--- config.mk ---
export PLATFORM = sky130hd
export DESIGN_NAME = timestamp_ordered_event_queue
export DESIGN_NICKNAME = d
export VERILOG_FILES = /design/src/hw/rtl/toeq_pkg.sv /design/src/hw/rtl/toeq_cell.sv /design/src/hw/rtl/timestamp_ordered_event_queue.sv
export VERILOG_INCLUDE_DIRS = /design/src /design/src/hw/rtl
export SDC_FILE = /design/constraint.sdc
export NUM_CORES = 1
export LEC_CHECK = 0
export ABC_AREA = 0
export BUFFER_PORTS_ARGS = -buffer_cell sky130_fd_sc_hd__buf_2
export CAP_MARGIN = 20
export CORE_AREA = 2 2 245 175
export DETAILED_ROUTE_END_ITERATION = 10
export DIE_AREA = 0 0 247 177
export GPL_TIMING_DRIVEN = 0
export PLACE_DENSITY_LB_ADDON = 0.1
export SYNTH_ARGS = -nofsm -noshare
export SYNTH_HDL_FRONTEND = slang
export SYNTH_SLANG_ARGS = --single-unit
export TNS_END_PERCENT = 5
--- constraint.sdc ---
create_clock -name clock -period 8.1 [get_ports clock]
set_clock_uncertainty 0.1 [all_clocks]
set_input_delay 1.215 -clock clock [delete_from_list [all_inputs] [get_ports clock]]
set_output_delay 1.215 -clock clock [all_outputs]
set_load 0.05 [all_outputs]
--- src/hw/rtl/timestamp_ordered_event_queue_assert.svh ---
// assertion helpers for the event queue
`ifndef TIMESTAMP_ORDERED_EVENT_QUEUE_ASSERT_SVH
`define TIMESTAMP_ORDERED_EVENT_QUEUE_ASSERT_SVH

// same-cycle implication, checked outside reset
`define TOEQ_ASSERT_NOW(label, ante, cons) \
   label: assert property (@(posedge clock) disable iff (reset) (ante) |-> (cons)) \
      else $error("event queue check failed");

// next-cycle implication, checked outside reset
`define TOEQ_ASSERT_NEXT(label, ante, cons) \
   label: assert property (@(posedge clock) disable iff (reset) (ante) |=> (cons)) \
      else $error("event queue check failed");

`endif

--- src/hw/rtl/toeq_pkg.sv ---
package toeq_pkg;

   localparam int TimeWidth = 16;
   localparam int KindWidth = 2;
   localparam int OccWidth  = 5;

   localparam logic [1:0] OP_INSERT = 2'd0;
   localparam logic [1:0] OP_PEEK   = 2'd1;
   localparam logic [1:0] OP_POP    = 2'd2;

   localparam logic [1:0] ST_OK    = 2'd0;
   localparam logic [1:0] ST_EMPTY = 2'd1;
   localparam logic [1:0] ST_FULL  = 2'd2;

   typedef enum logic [1:0] {
      CMD_HOLD   = 2'd0,
      CMD_INSERT = 2'd1,
      CMD_POP    = 2'd2
   } cmd_op_type;

   typedef struct packed {
      logic                 valid;
      logic [TimeWidth-1:0] stamp;
      logic [KindWidth-1:0] kind;
   } slot_type;

   typedef struct packed {
      cmd_op_type           op;
      logic [TimeWidth-1:0] stamp;
      logic [KindWidth-1:0] kind;
   } cmd_type;

   // what a cell shows its neighbors
   typedef struct packed {
      slot_type slot;
      logic     less;
   } link_type;

endpackage

--- src/hw/rtl/toeq_cell.sv ---
module toeq_cell
   import toeq_pkg::*;
(
   input  logic     clock,
   input  logic     reset,
   input  cmd_type  cmd,
   input  link_type prev_link,
   input  slot_type next_slot,
   output link_type link
);

   slot_type slot_ff;
   slot_type slot_in;
   logic     less;

   // stored event is strictly earlier than the new one
   assign less = slot_ff.valid && (slot_ff.stamp < cmd.stamp);

   always_comb begin
      slot_in = slot_ff;
      unique case (cmd.op)
         CMD_INSERT: begin
            if (less) begin
               slot_in = slot_ff;
            end else if (prev_link.less) begin
               slot_in.valid = 1'b1;
               slot_in.stamp = cmd.stamp;
               slot_in.kind  = cmd.kind;
            end else begin
               slot_in = prev_link.slot;
            end
         end
         CMD_POP: begin
            slot_in = next_slot;
         end
         default: begin
            slot_in = slot_ff;
         end
      endcase
   end

   always_ff @(posedge clock) begin
      if (reset) begin
         slot_ff.valid <= 1'b0;
      end else begin
         slot_ff.valid <= slot_in.valid;
      end
      slot_ff.stamp <= slot_in.stamp;
      slot_ff.kind  <= slot_in.kind;
   end

   assign link.slot = slot_ff;
   assign link.less = less;

endmodule

--- src/hw/rtl/timestamp_ordered_event_queue.sv ---
// channel   | ports                                          | transfer when
// ----------+------------------------------------------------+-------------------------
// request   | start, busy, req_op, req_event_time,           | start high, busy low
//           | req_event_kind                                 |
// response  | rsp_strobe, rsp_status, rsp_head_valid,        | rsp_strobe high (one
//           | rsp_head_time, rsp_head_kind, rsp_occupancy    | cycle, no back-pressure)
//
// one operation per clock while not busy: every cell compares its own slot against the
// new time in parallel and shifts or holds in the same cycle, setting the rate
// the response appears in the cycle after the request transfer, from registers
// synchronous reset empties the queue; busy is set in reset and clears once it ends;
// the receiver cannot stall, so busy never rises during normal operation
`include "timestamp_ordered_event_queue_assert.svh"

module timestamp_ordered_event_queue
   import toeq_pkg::*;
#(
   parameter int QUEUE_DEPTH = 16
) (
   input  logic                 clock,
   input  logic                 reset,
   input  logic                 start,
   output logic                 busy,
   input  logic [1:0]           req_op,
   input  logic [TimeWidth-1:0] req_event_time,
   input  logic [KindWidth-1:0] req_event_kind,
   output logic                 rsp_strobe,
   output logic [1:0]           rsp_status,
   output logic                 rsp_head_valid,
   output logic [TimeWidth-1:0] rsp_head_time,
   output logic [KindWidth-1:0] rsp_head_kind,
   output logic [OccWidth-1:0]  rsp_occupancy
);

   localparam int CntWidth = $clog2(QUEUE_DEPTH + 1);

   // cell row
   link_type                 links [QUEUE_DEPTH];
   logic [QUEUE_DEPTH-1:0]   valid_vec;
   cmd_type                  cmd;

   // control
   logic                     busy_ff;
   logic                     accept;
   logic                     full;
   logic                     empty;
   logic [CntWidth-1:0]      occ_ff;
   logic [CntWidth-1:0]      occ_in;
   logic [CntWidth+OccWidth-1:0] occ_ext;

   // response registers
   logic                     rsp_strobe_ff;
   logic [1:0]               rsp_status_ff;
   logic [1:0]               rsp_status_in;
   logic                     rsp_head_valid_ff;
   logic                     rsp_head_valid_in;
   logic [TimeWidth-1:0]     rsp_head_time_ff;
   logic [TimeWidth-1:0]     rsp_head_time_in;
   logic [KindWidth-1:0]     rsp_head_kind_ff;
   logic [KindWidth-1:0]     rsp_head_kind_in;
   logic [OccWidth-1:0]      rsp_occupancy_ff;

   assign accept = start && !busy_ff;
   assign full   = links[QUEUE_DEPTH-1].slot.valid;
   assign empty  = !links[0].slot.valid;

   // broadcast command, gated so a dropped insert or an empty pop changes nothing
   always_comb begin
      cmd.op    = CMD_HOLD;
      cmd.stamp = req_event_time;
      cmd.kind  = req_event_kind;
      if (accept) begin
         if (req_op == OP_INSERT && !full) begin
            cmd.op = CMD_INSERT;
         end else if (req_op == OP_POP && !empty) begin
            cmd.op = CMD_POP;
         end
      end
   end

   // row of cells, head at index 0
   for (genvar i = 0; i < QUEUE_DEPTH; i++) begin : g_cell
      link_type prev_link;
      slot_type next_slot;

      if (i == 0) begin : g_head
         // nothing ahead of the head, so an insert may always land here
         assign prev_link.slot = '0;
         assign prev_link.less = 1'b1;
      end else begin : g_mid
         assign prev_link = links[i-1];
      end

      if (i == QUEUE_DEPTH - 1) begin : g_tail
         // pop pulls an empty slot into the tail
         assign next_slot = '0;
      end else begin : g_body
         assign next_slot = links[i+1].slot;
      end

      toeq_cell u_cell (
         .clock     (clock),
         .reset     (reset),
         .cmd       (cmd),
         .prev_link (prev_link),
         .next_slot (next_slot),
         .link      (links[i])
      );

      assign valid_vec[i] = links[i].slot.valid;
   end

   // occupancy count
   always_comb begin
      occ_in = occ_ff;
      case (cmd.op)
         CMD_INSERT: occ_in = occ_ff + CntWidth'(1);
         CMD_POP:    occ_in = occ_ff - CntWidth'(1);
         default:    occ_in = occ_ff;
      endcase
   end

   // result field keeps only the low bits of the count
   assign occ_ext = {{OccWidth{1'b0}}, occ_in};

   // response fields
   always_comb begin
      rsp_status_in     = ST_OK;
      rsp_head_valid_in = 1'b1;
      rsp_head_time_in  = links[0].slot.stamp;
      rsp_head_kind_in  = links[0].slot.kind;
      if (req_op == OP_INSERT) begin
         if (full) begin
            rsp_status_in = ST_FULL;
         end else if (!links[0].less) begin
            // new event becomes the head
            rsp_head_time_in = req_event_time;
            rsp_head_kind_in = req_event_kind;
         end
      end else if (empty) begin
         rsp_status_in     = ST_EMPTY;
         rsp_head_valid_in = 1'b0;
         rsp_head_time_in  = '0;
         rsp_head_kind_in  = '0;
      end
   end

   always_ff @(posedge clock) begin
      if (reset) begin
         busy_ff       <= 1'b1;
         occ_ff        <= '0;
         rsp_strobe_ff <= 1'b0;
      end else begin
         busy_ff       <= 1'b0;
         occ_ff        <= occ_in;
         rsp_strobe_ff <= accept;
      end
      if (accept) begin
         rsp_status_ff     <= rsp_status_in;
         rsp_head_valid_ff <= rsp_head_valid_in;
         rsp_head_time_ff  <= rsp_head_time_in;
         rsp_head_kind_ff  <= rsp_head_kind_in;
         rsp_occupancy_ff  <= occ_ext[OccWidth-1:0];
      end
   end

   assign busy           = busy_ff;
   assign rsp_strobe     = rsp_strobe_ff;
   assign rsp_status     = rsp_status_ff;
   assign rsp_head_valid = rsp_head_valid_ff;
   assign rsp_head_time  = rsp_head_time_ff;
   assign rsp_head_kind  = rsp_head_kind_ff;
   assign rsp_occupancy  = rsp_occupancy_ff;

   // valid slots always form a prefix of the row
   `TOEQ_ASSERT_NOW(a_valid_prefix, 1'b1, ((valid_vec >> 1) & ~valid_vec) == '0)
   // counter tracks the valid bits
   `TOEQ_ASSERT_NOW(a_occ_matches, 1'b1, occ_ff == CntWidth'($countones(valid_vec)))
   // every transfer yields exactly one response next cycle
   `TOEQ_ASSERT_NEXT(a_rsp_follows, accept, rsp_strobe)
   // full status only when every slot is taken
   `TOEQ_ASSERT_NOW(a_full_status, rsp_strobe && rsp_status == ST_FULL,
      occ_ff == CntWidth'(QUEUE_DEPTH))

endmodule
==> impl_summary.log, run 1 <==
[metrics] Fmax achieved: 186 MHz
[metrics] Placer Congestion: 0.958
[metrics] Min-Delay Path Class: flop to flop
[metrics] CTS Hold Bufs: 0
[metrics] num rows: 63
[metrics] startpoint of the worst hold path: g_cell[11].u_cell.link[19]$_SDFFE_PP0P_
[metrics] global-route met1 utilization: 57.3%
[metrics] number of nets at the end of the flow: 2519
[metrics] data required time of the worst path: 8300 ps
[metrics] critical path startpoint category: primary input
[metrics] post-layout min period: 5380 ps
[metrics] via-per-instance ratio: 6.99
[metrics] reg-to-reg endpoint: g_cell[2].u_cell.link[2]$_DFFE_PP_
[metrics] Net Count, Synth: 2394
[metrics] startpoint of the most critical register-to-register path: g_cell[15].u_cell.link[19]$_SDFFE_PP0P_
[metrics] result of the run: finished clean
[metrics] total number of yosys warnings: 0
[metrics] Post-Synth Adder-Cell Area: 13.7%
[metrics] EDFF count, synth: 314
[metrics] number of DRC markers in iteration 0: 2817
[metrics] busiest layer in global routing: met1
[metrics] Worst Reg-to-Reg Cells: 12
[metrics] fraction of registers with async set or reset after synthesis: 0%
[metrics] detailed-route via count: 19800
[metrics] Top FF cell, synth: edfxtp_1
[metrics] library cell with the largest summed area after synthesis: edfxtp_1
[metrics] worst hold path endpoint: g_cell[11].u_cell.link[19]$_SDFFE_PP0P_
[metrics] layout cells sized above 1: 9.58%
[metrics] placeable core region: 41500 sq um
[metrics] first-pass iteration count of the detailed router: 6
[metrics] GR Layer Usage met3: 15.7%
[metrics] buffer cell driving the clock tree root: clkbuf_16
[metrics] leading cell type in the layout, fill and taps excluded: edfxtp_1
[metrics] TritonCTS clock tree: done
[metrics] sinks on the clock net: 337
[metrics] leakage: 9.56 nW
[metrics] complex-gate fraction of the synthesized area: 16.2%
[metrics] slowest cell delay on critical path: 810 ps
[metrics] cells resized by post-CTS repair: 0
[metrics] max-slew violation total from the final report: 0
[metrics] Arrival @ worst endpoint: 5580 ps
[metrics] Seq/Total Area, Yosys: 44.0%
[metrics] global-route met2 utilization: 52.6%
[metrics] simple-gate area share of the yosys netlist: 14.6%
[metrics] number of instances on the worst hold path: 2
[metrics] Worst Tran Pin Value: 1240 ps
[metrics] clock tree buffer depth: 3
[metrics] first-pass GRT wire length: 125000 microns
[metrics] setup violation total in the final timing report: 0
[metrics] Hold Fails Final Rpt: 0
[metrics] Overall Power: 4.17 mW
[metrics] post-route antenna net violation count: 0
[metrics] Synth Register Bits: 337
[metrics] mux cell area share after synthesis: 7.63%
[metrics] count of max-cap constraint violations: 0
[metrics] internal reg-to-reg setup slack: 3060 ps
[metrics] worst max-slew margin expressed relative to the limit: 17.2%
[metrics] ordered cell list for the critical path: buf_2 > nor3_1 > clkbuf_4 > clkbuf_1 > and2_1 > inv_1 > ha_1 > clkbuf_1 > clkbuf_1 > nor2_1 > clkbuf_1 > a21oi_2 > buf_8
[metrics] clock latency reported for the late side of the worst-skew pair: 550 ps
[metrics] Slowest cell on crit path: nor2_1
[metrics] overall routing resource usage: 39.3%
[metrics] Post-Synthesis Cell Area: 22500 sq um
[metrics] commonest cells after routing, fill and taps aside: edfxtp_1, nor2_1, ha_1, a21oi_1, mux2i_1
[metrics] portion of the clock cycle consumed by the worst path in the final layout: 66.5%
[metrics] total wirelength of the detailed-routed design: 85600 microns
[metrics] largest net degree at the start of global routing: 19
[metrics] Synth Area in XOR/XNOR: 0.195%
[metrics] initial antenna violation count: 2
[metrics] area growth from synthesis to layout: 12.3%
[metrics] setup tns final: 0 ps
[metrics] via count of the first global-routing pass: 18900
[metrics] CTS clk-pin slew, worst paths: 70 ps
[metrics] vertical die dimension: 177 microns
[metrics] maximum level of the CTS H-tree: 2
[metrics] RSZ-0062 raised after global routing: false
[metrics] initial core utilization: 54.1%
[metrics] Ports: 51
[metrics] HPWL Detailed: 65000 microns
[metrics] Cells after Synth: 2125
[metrics] dominant combinational cell family by area after synthesis: compound AO/OA/AOI/OAI gates
[metrics] kind of critical path: primary input to flop
[metrics] post-detailed-route DRC marker count: 0
[metrics] critical path's most frequent cell: clkbuf_1
[metrics] # port buffers: 50
[metrics] antenna fix cells: 0
[metrics] post-CTS setup buffer count: 0
[metrics] Netlist cell types: 62
[metrics] Inserted Clock Buffers: 36
[metrics] cell types with the largest area share after synthesis: edfxtp_1, ha_1, mux2i_1, a21oi_1, nor2_1
[metrics] largest fanout on the critical path: 10
[metrics] final routed wire length divided by cell count: 30.3 microns
[metrics] CP endpoint kind: flop
[metrics] total power divided by cell area: 165 nW/um^2
[metrics] width of the die: 247 microns
[metrics] die area: 43700 sq um
[metrics] sum of overflow across all layers after global routing: 0
[metrics] post-synthesis average cell area: 10.6 sq um
[metrics] area fraction of the dominant cell type after synthesis: 42.0%
[metrics] largest vdd supply drop: 0.000125 V
[final cells by class]
class	count	area, sq um
Clock buffer	51	1030
Sequential cell	337	9890
Timing Repair Buffer	87	892
Tap cell	552	691
Fill cell	3478	16300
Clock inverter	13	101
Inverter	42	158
Multi-Input combinational cell	1598	11800
Buffer	148	658
[metal layers]
| layer | routed length [microns] | vias to the layer above |
|---|---|---|
| met5 | 36 | - |
| met4 | 2890 | 6 |
| met3 | 13500 | 192 |
| met2 | 33200 | 1467 |
| met1 | 36000 | 9634 |
| li1 | - | 8462 |
[cells by family (layout without fill, tap and decap cells)]
| group | count (synthesis) | count (layout) |
|---|---|---|
| xor+xnor | 5 | 5 |
| mux | 171 | 171 |
| buf+inv | 190 | 341 |
| simple gates | 641 | 641 |
| fa+ha+maj | 246 | 246 |
| flops | 337 | 337 |
| compound gates | 535 | 535 |
[sequential cells by signal, indices dropped and copies added, names as in the netlist]
| name | count |
|---|---|
| rsp_occupancy | 5 |
| rsp_strobe | 1 |
| rsp_head_kind | 2 |
| rsp_head_valid | 1 |
| busy | 1 |
| rsp_head_time | 16 |
| occ_ff | 5 |
| rsp_status | 2 |
| g_cell.u_cell.link | 304 |
[critical path, delay by kind of cell]
family,cells,cell delay (ps)
buf+inv,8,2560
compound gates,1,300
simple gates,3,1190
fa+ha+maj,1,280
[Yosys cell counts, types with 19 or more instances]
master / instances
a31oi_1: 27
and3_1: 26
nor2_1: 251
edfxtp_1: 314
o21ai_0: 43
dfxtp_1: 23
o2111ai_1: 23
buf_2: 25
a211oi_1: 19
a21o_1: 38
nor3b_1: 85
a221o_1: 85
a21oi_1: 216
clkbuf_1: 103
nand4_1: 35
nand2_1: 114
nand3_1: 35
inv_1: 40
nand2b_1: 19
ha_1: 245
mux2i_1: 169
[worst max path at each step]
stage / depth (start not counted) / to / from / slack (ps)
after detailed placement: 12 / g_cell[2].u_cell.link[1]$_DFFE_PP_ / req_op[1] / 1880
after global placement: 10 / g_cell[1].u_cell.link[1]$_DFFE_PP_ / start / 460
after floorplan: 9 / g_cell[4].u_cell.link[11]$_DFFE_PP_ / start / 2710
after global routing: 13 / g_cell[2].u_cell.link[1]$_DFFE_PP_ / req_op[1] / 2530
final: 13 / g_cell[2].u_cell.link[2]$_DFFE_PP_ / req_op[1] / 2720
after CTS: 12 / g_cell[2].u_cell.link[9]$_DFFE_PP_ / req_op[1] / 2420
[stage by stage]
step	area [sq um]	util, %	hold WS, ps	worst slack, ps	std cells
after global placement	23400	56.3	431	458	2727
after detailed placement	23900	57.6	439	1880	2755
final	25200	60.7	446	2720	2828
after floorplan	22500	-	383	2710	2125
after CTS	25100	60.3	451	2420	2819
after global routing	25200	60.7	486	2530	2828
[where the power goes]
group | internal, mW | leakage [nW] | switching (mW)
combinational | 0.179 | 5.97 | 0.347
clock | 0.921 | 0.544 | 0.742
sequential | 1.94 | 3.05 | 0.0410
Power figures use the tool's default switching activity.
==> inputs of run 2 (changes only) <==
clock period = 4.9 ns   (was 8.1 ns; I/O delays follow)
==> impl_summary.log, run 2 (synthesized netlist as in run 1, its figures left out) <==
[metrics] sinks on the clock net: 337 (unchanged)
[metrics] fin cells: 2827 (-0.035%)
[metrics] number of instances on the worst hold path: 1 (-1)
[metrics] setup violation total in the final timing report: 0 (unchanged)
[metrics] Min-Delay Path Class: primary input to flop
[metrics] kind of critical path: flop to flop
[metrics] worst max-slew margin expressed relative to the limit: 19.7% (+2.5 points)
[metrics] total wirelength of the detailed-routed design: 86100 microns (+0.64%)
[metrics] setup tns final: 0 ps (unchanged)
[metrics] first-pass iteration count of the detailed router: 7 (+1)
[metrics] Arrival @ worst endpoint: 4830 ps (-750 ps)
[metrics] width of the die: 247 microns (unchanged)
[metrics] portion of the clock cycle consumed by the worst path in the final layout: 94.4%
[metrics] timing startpoint of the critical path: g_cell[15].u_cell.link[19]$_SDFFE_PP0P_
[metrics] post-CTS setup buffer count: 0 (unchanged)
[metrics] post-route antenna net violation count: 0 (unchanged)
[metrics] num rows: 63 (unchanged)
[metrics] Hold Fails Final Rpt: 0 (unchanged)
[metrics] detailed-route via count: 19700 (-0.35%)
[metrics] critical path startpoint category: flop
[metrics] initial antenna violation count: 0 (-2)
[metrics] # placed instances: 2754 (-0.036%)
[metrics] clock latency reported for the late side of the worst-skew pair: 560 ps (about the same)
[metrics] antenna fix cells: 0 (unchanged)
[metrics] area taken by multi-input logic gates: 11800 sq um (about the same)
[metrics] reg-to-reg endpoint: g_cell[1].u_cell.link[1]$_DFFE_PP_
[metrics] Inserted Clock Buffers: 36 (unchanged)
[metrics] area growth from synthesis to layout: 12.4% (about the same)
[metrics] number of nets at the end of the flow: 2518 (-0.040%)
[metrics] first-pass GRT wire length: 124000 microns (-0.16%)
[metrics] # port buffers: 50 (unchanged)
[metrics] TritonCTS clock tree: done
[metrics] register area: 9890 sq um (unchanged)
[metrics] fin worst setup slack: 274 ps (-2440 ps)
[metrics] post-detailed-route DRC marker count: 0 (unchanged)
[metrics] CP endpoint kind: flop
[metrics] buffer cell driving the clock tree root: clkbuf_16
[metrics] HPWL Detailed: 64900 microns (about the same)
[metrics] final core utilization: 60.8% (about the same)
[metrics] clock tree buffer depth: 3 (unchanged)
[metrics] leading cell type in the layout, fill and taps excluded: edfxtp_1
[metrics] data required time of the worst path: 5100 ps (-3200 ps)
[metrics] RSZ-0062 raised after global routing: false
[metrics] startpoint of the most critical register-to-register path: g_cell[15].u_cell.link[19]$_SDFFE_PP0P_
[metrics] total power divided by cell area: 277 nW/um^2 (+68%)
[metrics] commonest cells after routing, fill and taps aside: edfxtp_1, nor2_1, ha_1, a21oi_1, mux2i_1
[metrics] worst setup slack before clock tree synthesis: -847 ps (-2730 ps)
[metrics] placeable core region: 41500 sq um (unchanged)
[metrics] leakage: 9.58 nW (+0.19%)
[metrics] final routed wire length divided by cell count: 30.5 microns (+0.68%)
[metrics] initial core utilization: 54.1% (unchanged)
[metrics] largest vdd supply drop: 0.000257 V (+110%)
[metrics] Fmax achieved: 216 MHz
[metrics] sum of overflow across all layers after global routing: 0 (unchanged)
[metrics] count of max-cap constraint violations: 0 (unchanged)
[metrics] Worst Tran Pin Value: 1200 ps (-38.9 ps)
[metrics] layout cells sized above 1: 9.49% (-0.084 points)
[metrics] design area: 25200 sq um (about the same)
[metrics] critical path capture point: g_cell[1].u_cell.link[1]$_DFFE_PP_
[metrics] die area: 43700 sq um (unchanged)
[metrics] Placer Congestion: 0.940 (-2.0%)
[metrics] post-layout min period: 4630 ps
[metrics] largest fanout on the critical path: 11 (+1)
[metrics] flip-flop count of the largest register, all copies and words added: 304 (unchanged)
[metrics] maximum level of the CTS H-tree: 2 (unchanged)
[metrics] number of DRC markers in iteration 0: 2980 (+5.8%)
[metrics] placed inst area: 23900 sq um (about the same)
[metrics] result of the run: finished clean
[metrics] via-per-instance ratio: 6.97 (-0.31%)
[metrics] Filler Cell Count: 3416 (-1.8%)
[metrics] Worst Reg-to-Reg Cells: 11 (-1)
[metrics] overall routing resource usage: 39.3% (+0.078 points)
[metrics] via count of the first global-routing pass: 18700 (-1.0%)
[metrics] internal reg-to-reg setup slack: 270 ps (-2790 ps)
[metrics] vertical die dimension: 177 microns (unchanged)
[metrics] max-slew violation total from the final report: 0 (unchanged)
[metrics] largest net degree at the start of global routing: 19 (unchanged)
[metrics] Ports: 51 (unchanged)
[metrics] CTS clk-pin slew, worst paths: 70 ps (about the same)
[run 2: worst max-delay path: stages (launching register included)]
cell      delay (ps)
dfxtp_1          400
nor3_2           530
clkbuf_1         450
and2_1           230
inv_1             50
ha_1             280
clkbuf_1         380
clkbuf_1         370
nor2_2           590
clkbuf_2         490
a21oi_2          220
buf_8            270
[run 2: cell type report]
type | instances | area share (%)
sequential | 337 | 39.2
timing repair buffer | 86 | 3.45
inverter | 42 | 0.624
multi-input combinational | 1598 | 46.8
buffer | 148 | 2.62
clock buffer | 55 | 4.13
clock inverter | 9 | 0.456
tap | 552 | 2.74
[run 2: layer usage]
metal / vias to the layer above / share of wire [%] / global-route usage [%] / wire length, microns
met4: 4 / 2.8 / 11.0 / 2390
met1: 9686 / 42 / 56.3 / 36300
met5: - / 0.28 / 4.30 / 237
met3: 171 / 16 / 17.3 / 13700
met2: 1387 / 39 / 53.0 / 33500
li1: 8444 / - / - / -
[run 2: how the worst min path moves through the flow]
stage	start	end	slack, ps
global route	reset	busy$_DFF_P_	350
global placement	g_cell[4].u_cell.link[19]$_SDFFE_PP0P_	g_cell[4].u_cell.link[19]$_SDFFE_PP0P_	430
floorplan	g_cell[1].u_cell.link[19]$_SDFFE_PP0P_	g_cell[0].u_cell.link[19]$_SDFFE_PP0P_	380
CTS	reset	busy$_DFF_P_	330
finish	reset	busy$_DFF_P_	350
detailed placement	g_cell[4].u_cell.link[19]$_SDFFE_PP0P_	g_cell[4].u_cell.link[19]$_SDFFE_PP0P_	430
[run 2: power breakdown]
part | switching, mW | leakage [nW] | internal (mW)
clock network | 1.23 | 0.564 | 1.62
logic | 0.577 | 5.96 | 0.295
registers | 0.0672 | 3.05 | 3.21
total | 1.87 | 9.58 | 5.13
[run 2: timing repair]
item | in CTS | in global routing
endpoints found under the setup margin | 180 | 135
resized for setup | 2 | 2
hold buffers | 0 | 0
[run 2: through the flow]
stage | power, mW | hold WS, ps
2_1_floorplan | 3.81 | 383
3_3_place_gp | 4.08 | 433
3_5_place_dp | 4.15 | 434
4_1_cts | 6.93 | 328
5_1_grt | 7.14 | 348
6_report | 7.00 | 354
==> inputs of run 3 (changes only) <==
PLACE_DENSITY = 0.74   (was not set)
PLACE_DENSITY_LB_ADDON = not set   (was 0.1)
SLEW_MARGIN = 10   (was not set)
==> impl_summary.log, run 3 (synthesized netlist as in run 1, its figures left out) <==
[metrics] post-layout min period: 4960 ps (+332 ps)
[metrics] setup violation total in the final timing report: 3 (+3)
[metrics] leakage: 9.56 nW (-0.22%)
[metrics] first-pass iteration count of the detailed router: 6 (-1)
[metrics] worst max-slew margin expressed relative to the limit: 14.6% (-5.1 points)
[metrics] final routed wire length divided by cell count: 30.1 microns (-1.2%)
[metrics] Overall Power: 7.03 mW (+0.46%)
[metrics] die area: 43700 sq um (unchanged)
[metrics] post-CTS setup buffer count: 0 (unchanged)
[metrics] data required time of the worst path: 5070 ps (-30 ps)
[metrics] Min-Delay Path Class: primary input to flop
[metrics] number of nets at the end of the flow: 2510 (-0.32%)
[metrics] largest net degree at the start of global routing: 30 (+11)
[metrics] sinks on the clock net: 337 (unchanged)
[metrics] combinational group share of total power: 12.2% (-0.3 points)
[metrics] buffer cell driving the clock tree root: clkbuf_16
[metrics] flip-flop count of the largest register, all copies and words added: 304 (unchanged)
[metrics] CTS clk-pin slew, worst paths: 60 ps (about the same)
[metrics] Cell Int Power: 5.14 mW (+0.28%)
[metrics] Hold WS: 369 ps (+14.9 ps)
[metrics] first-pass GRT wire length: 123000 microns (-1.5%)
[metrics] Hold Fails Final Rpt: 0 (unchanged)
[metrics] Worst Tran Pin Value: 1280 ps (+77.9 ps)
[metrics] failing checks: setup timing
[metrics] placed inst area: 23800 sq um (-0.34%)
[metrics] leading cell type in the layout, fill and taps excluded: edfxtp_1
[metrics] Filler Cell Count: 3443 (+0.79%)
[metrics] # port buffers: 50 (unchanged)
[metrics] commonest cells after routing, fill and taps aside: edfxtp_1, nor2_1, ha_1, a21oi_1, mux2i_1
[metrics] overall routing resource usage: 38.5% (-0.88 points)
[metrics] num rows: 63 (unchanged)
[metrics] initial core utilization: 54.1% (unchanged)
[metrics] Sequential Power Share: 46.6% (-0.2 points)
[metrics] switching part of the total: 26.9% (+0.13 points)
[metrics] sum of overflow across all layers after global routing: 0 (unchanged)
[metrics] startpoint of the most critical register-to-register path: g_cell[15].u_cell.link[19]$_SDFFE_PP0P_
[metrics] timing startpoint of the critical path: req_event_time[2]
[metrics] Fmax achieved: 202 MHz (-6.7%)
[metrics] CP endpoint kind: flop
[metrics] critical path capture point: g_cell[7].u_cell.link[15]$_DFFE_PP_
[metrics] count of max-cap constraint violations: 0 (unchanged)
[metrics] fin worst setup slack: -57.9 ps (-332 ps)
[metrics] Placer Congestion: 0.999 (+6.4%)
[metrics] total wirelength of the detailed-routed design: 85000 microns (-1.3%)
[metrics] width of the die: 247 microns (unchanged)
[metrics] layout cells sized above 1: 9.70% (+0.20 points)
[metrics] largest vdd supply drop: 0.000229 V (-11%)
[metrics] largest fanout on the critical path: 17 (+6)
[metrics] switching power of the nets: 1.89 mW (+0.95%)
[metrics] placeable core region: 41500 sq um (unchanged)
[metrics] Ports: 51 (unchanged)
[metrics] post-route antenna net violation count: 0 (unchanged)
[metrics] via count of the first global-routing pass: 19000 (+1.6%)
[metrics] total power divided by cell area: 279 nW/um^2 (+0.72%)
[metrics] RSZ-0062 raised after global routing: false
[metrics] portion of the clock cycle consumed by the worst path in the final layout: 101% (+6.8 points)
[metrics] CTS Hold Bufs: 0 (unchanged)
[metrics] result of the run: finished, violations left
[metrics] Arrival @ worst endpoint: 5120 ps (+290 ps)
[metrics] kind of critical path: primary input to flop
[metrics] maximum level of the CTS H-tree: 2 (unchanged)
[metrics] via-per-instance ratio: 7.10 (+2.0%)
[metrics] detailed-route via count: 20100 (+1.9%)
[metrics] post-detailed-route DRC marker count: 0 (unchanged)
[metrics] max-slew violation total from the final report: 0 (unchanged)
[metrics] design area: 25200 sq um (-0.26%)
[metrics] vertical die dimension: 177 microns (unchanged)
[metrics] internal reg-to-reg setup slack: 140 ps (-130 ps)
[metrics] Inserted Clock Buffers: 37 (+2.8%)
[metrics] number of DRC markers in iteration 0: 2771 (-7.0%)
[metrics] clock latency reported for the late side of the worst-skew pair: 550 ps (about the same)
[metrics] critical path startpoint category: primary input
[metrics] Worst Reg-to-Reg Cells: 11 (unchanged)
[metrics] area growth from synthesis to layout: 12.1%
[metrics] reg-to-reg endpoint: g_cell[2].u_cell.link[1]$_DFFE_PP_
[metrics] HPWL Detailed: 63300 microns (-2.6%)
[metrics] clock tree buffer depth: 3 (unchanged)
[metrics] share of power burned in the clock network: 41.2% (+0.5 points)
[metrics] initial antenna violation count: 0 (unchanged)
[metrics] TritonCTS clock tree: done
run 3: cell count changes in the layout (fill, tap and decap cells not counted), moves of 3 or more:
cell	change
a21oi_2	-5
a21oi_4	+5
buf_6	+7
buf_8	-14
clkbuf_1	-8
clkbuf_16	+3
clkbuf_2	+4
clkinv_2	+5
diode_2	+4
run 3: final cells by class:
cell class                 count  area (sq um)  share of cell area, %
antenna                        4          10.0                 0.0397
buffer                       148           666                   2.64
clock buffer                  56          1130                   4.49
clock inverter                11          81.3                  0.323
inverter                      42           158                  0.626
multi-input combinational   1598         11900                   47.1
sequential                   337          9890                   39.3
tap                          552           691                   2.74
timing repair buffer          77           686                   2.72
run 3: stage by stage:
stage	worst slack (ps)	cells	TNS [ps]	util, %
final	-57.9	2825	-158	60.6
after global routing	53.2	2821	0	60.6
after CTS	88.4	2818	0	60.3
after detailed placement	-917	2751	-161280	57.4
after global placement	-1430	2727	-316210	56.3
after floorplan	512	2125	0	-
run 3: power by group through the flow:
stage / Clock [mW] / Sequential, mW / Combinational, mW
floorplan: 0 / 3.34 / 0.470
global placement: 0 / 3.33 / 0.744
detailed placement: 0 / 3.33 / 0.806
CTS: 2.87 / 3.27 / 0.813
global route: 2.97 / 3.28 / 0.911
finish: 2.90 / 3.28 / 0.859
run 3: what timing repair did:
item,4_1_cts,5_1_grt
pin swaps,0,0
endpoints found under the setup margin,180,145
gates resized for setup,2,11
run 3: metal layers:
metal	GRT usage, %	share of wire [%]	wire length (microns)
met5	0	0	0
met4	12.4	3.6	3040
met3	17.6	17	14500
met2	51.1	38	32600
met1	54.9	41	34900
run 3: worst min-delay path by stage:
| stage | cells past startpoint | slack, ps | start | endpoint |
|---|---|---|---|---|
| after floorplan | 2 | 380 | g_cell[1].u_cell.link[19]$_SDFFE_PP0P_ | g_cell[0].u_cell.link[19]$_SDFFE_PP0P_ |
| after global placement | 2 | 430 | g_cell[1].u_cell.link[1]$_DFFE_PP_ | g_cell[0].u_cell.link[1]$_DFFE_PP_ |
| after detailed placement | 2 | 440 | g_cell[1].u_cell.link[1]$_DFFE_PP_ | g_cell[0].u_cell.link[1]$_DFFE_PP_ |
| after CTS | 1 | 340 | reset | busy$_DFF_P_ |
| after global routing | 1 | 350 | reset | busy$_DFF_P_ |
| final | 1 | 370 | reset | busy$_DFF_P_ |
run 3: worst max-delay path: stages:
cell,delay [ps]
buf_2,120
inv_1,790
ha_1,410
a211o_1,270
a31oi_1,170
o221ai_1,450
a211oi_1,1080
buf_2,450
mux2i_1,500
a21oi_1,140
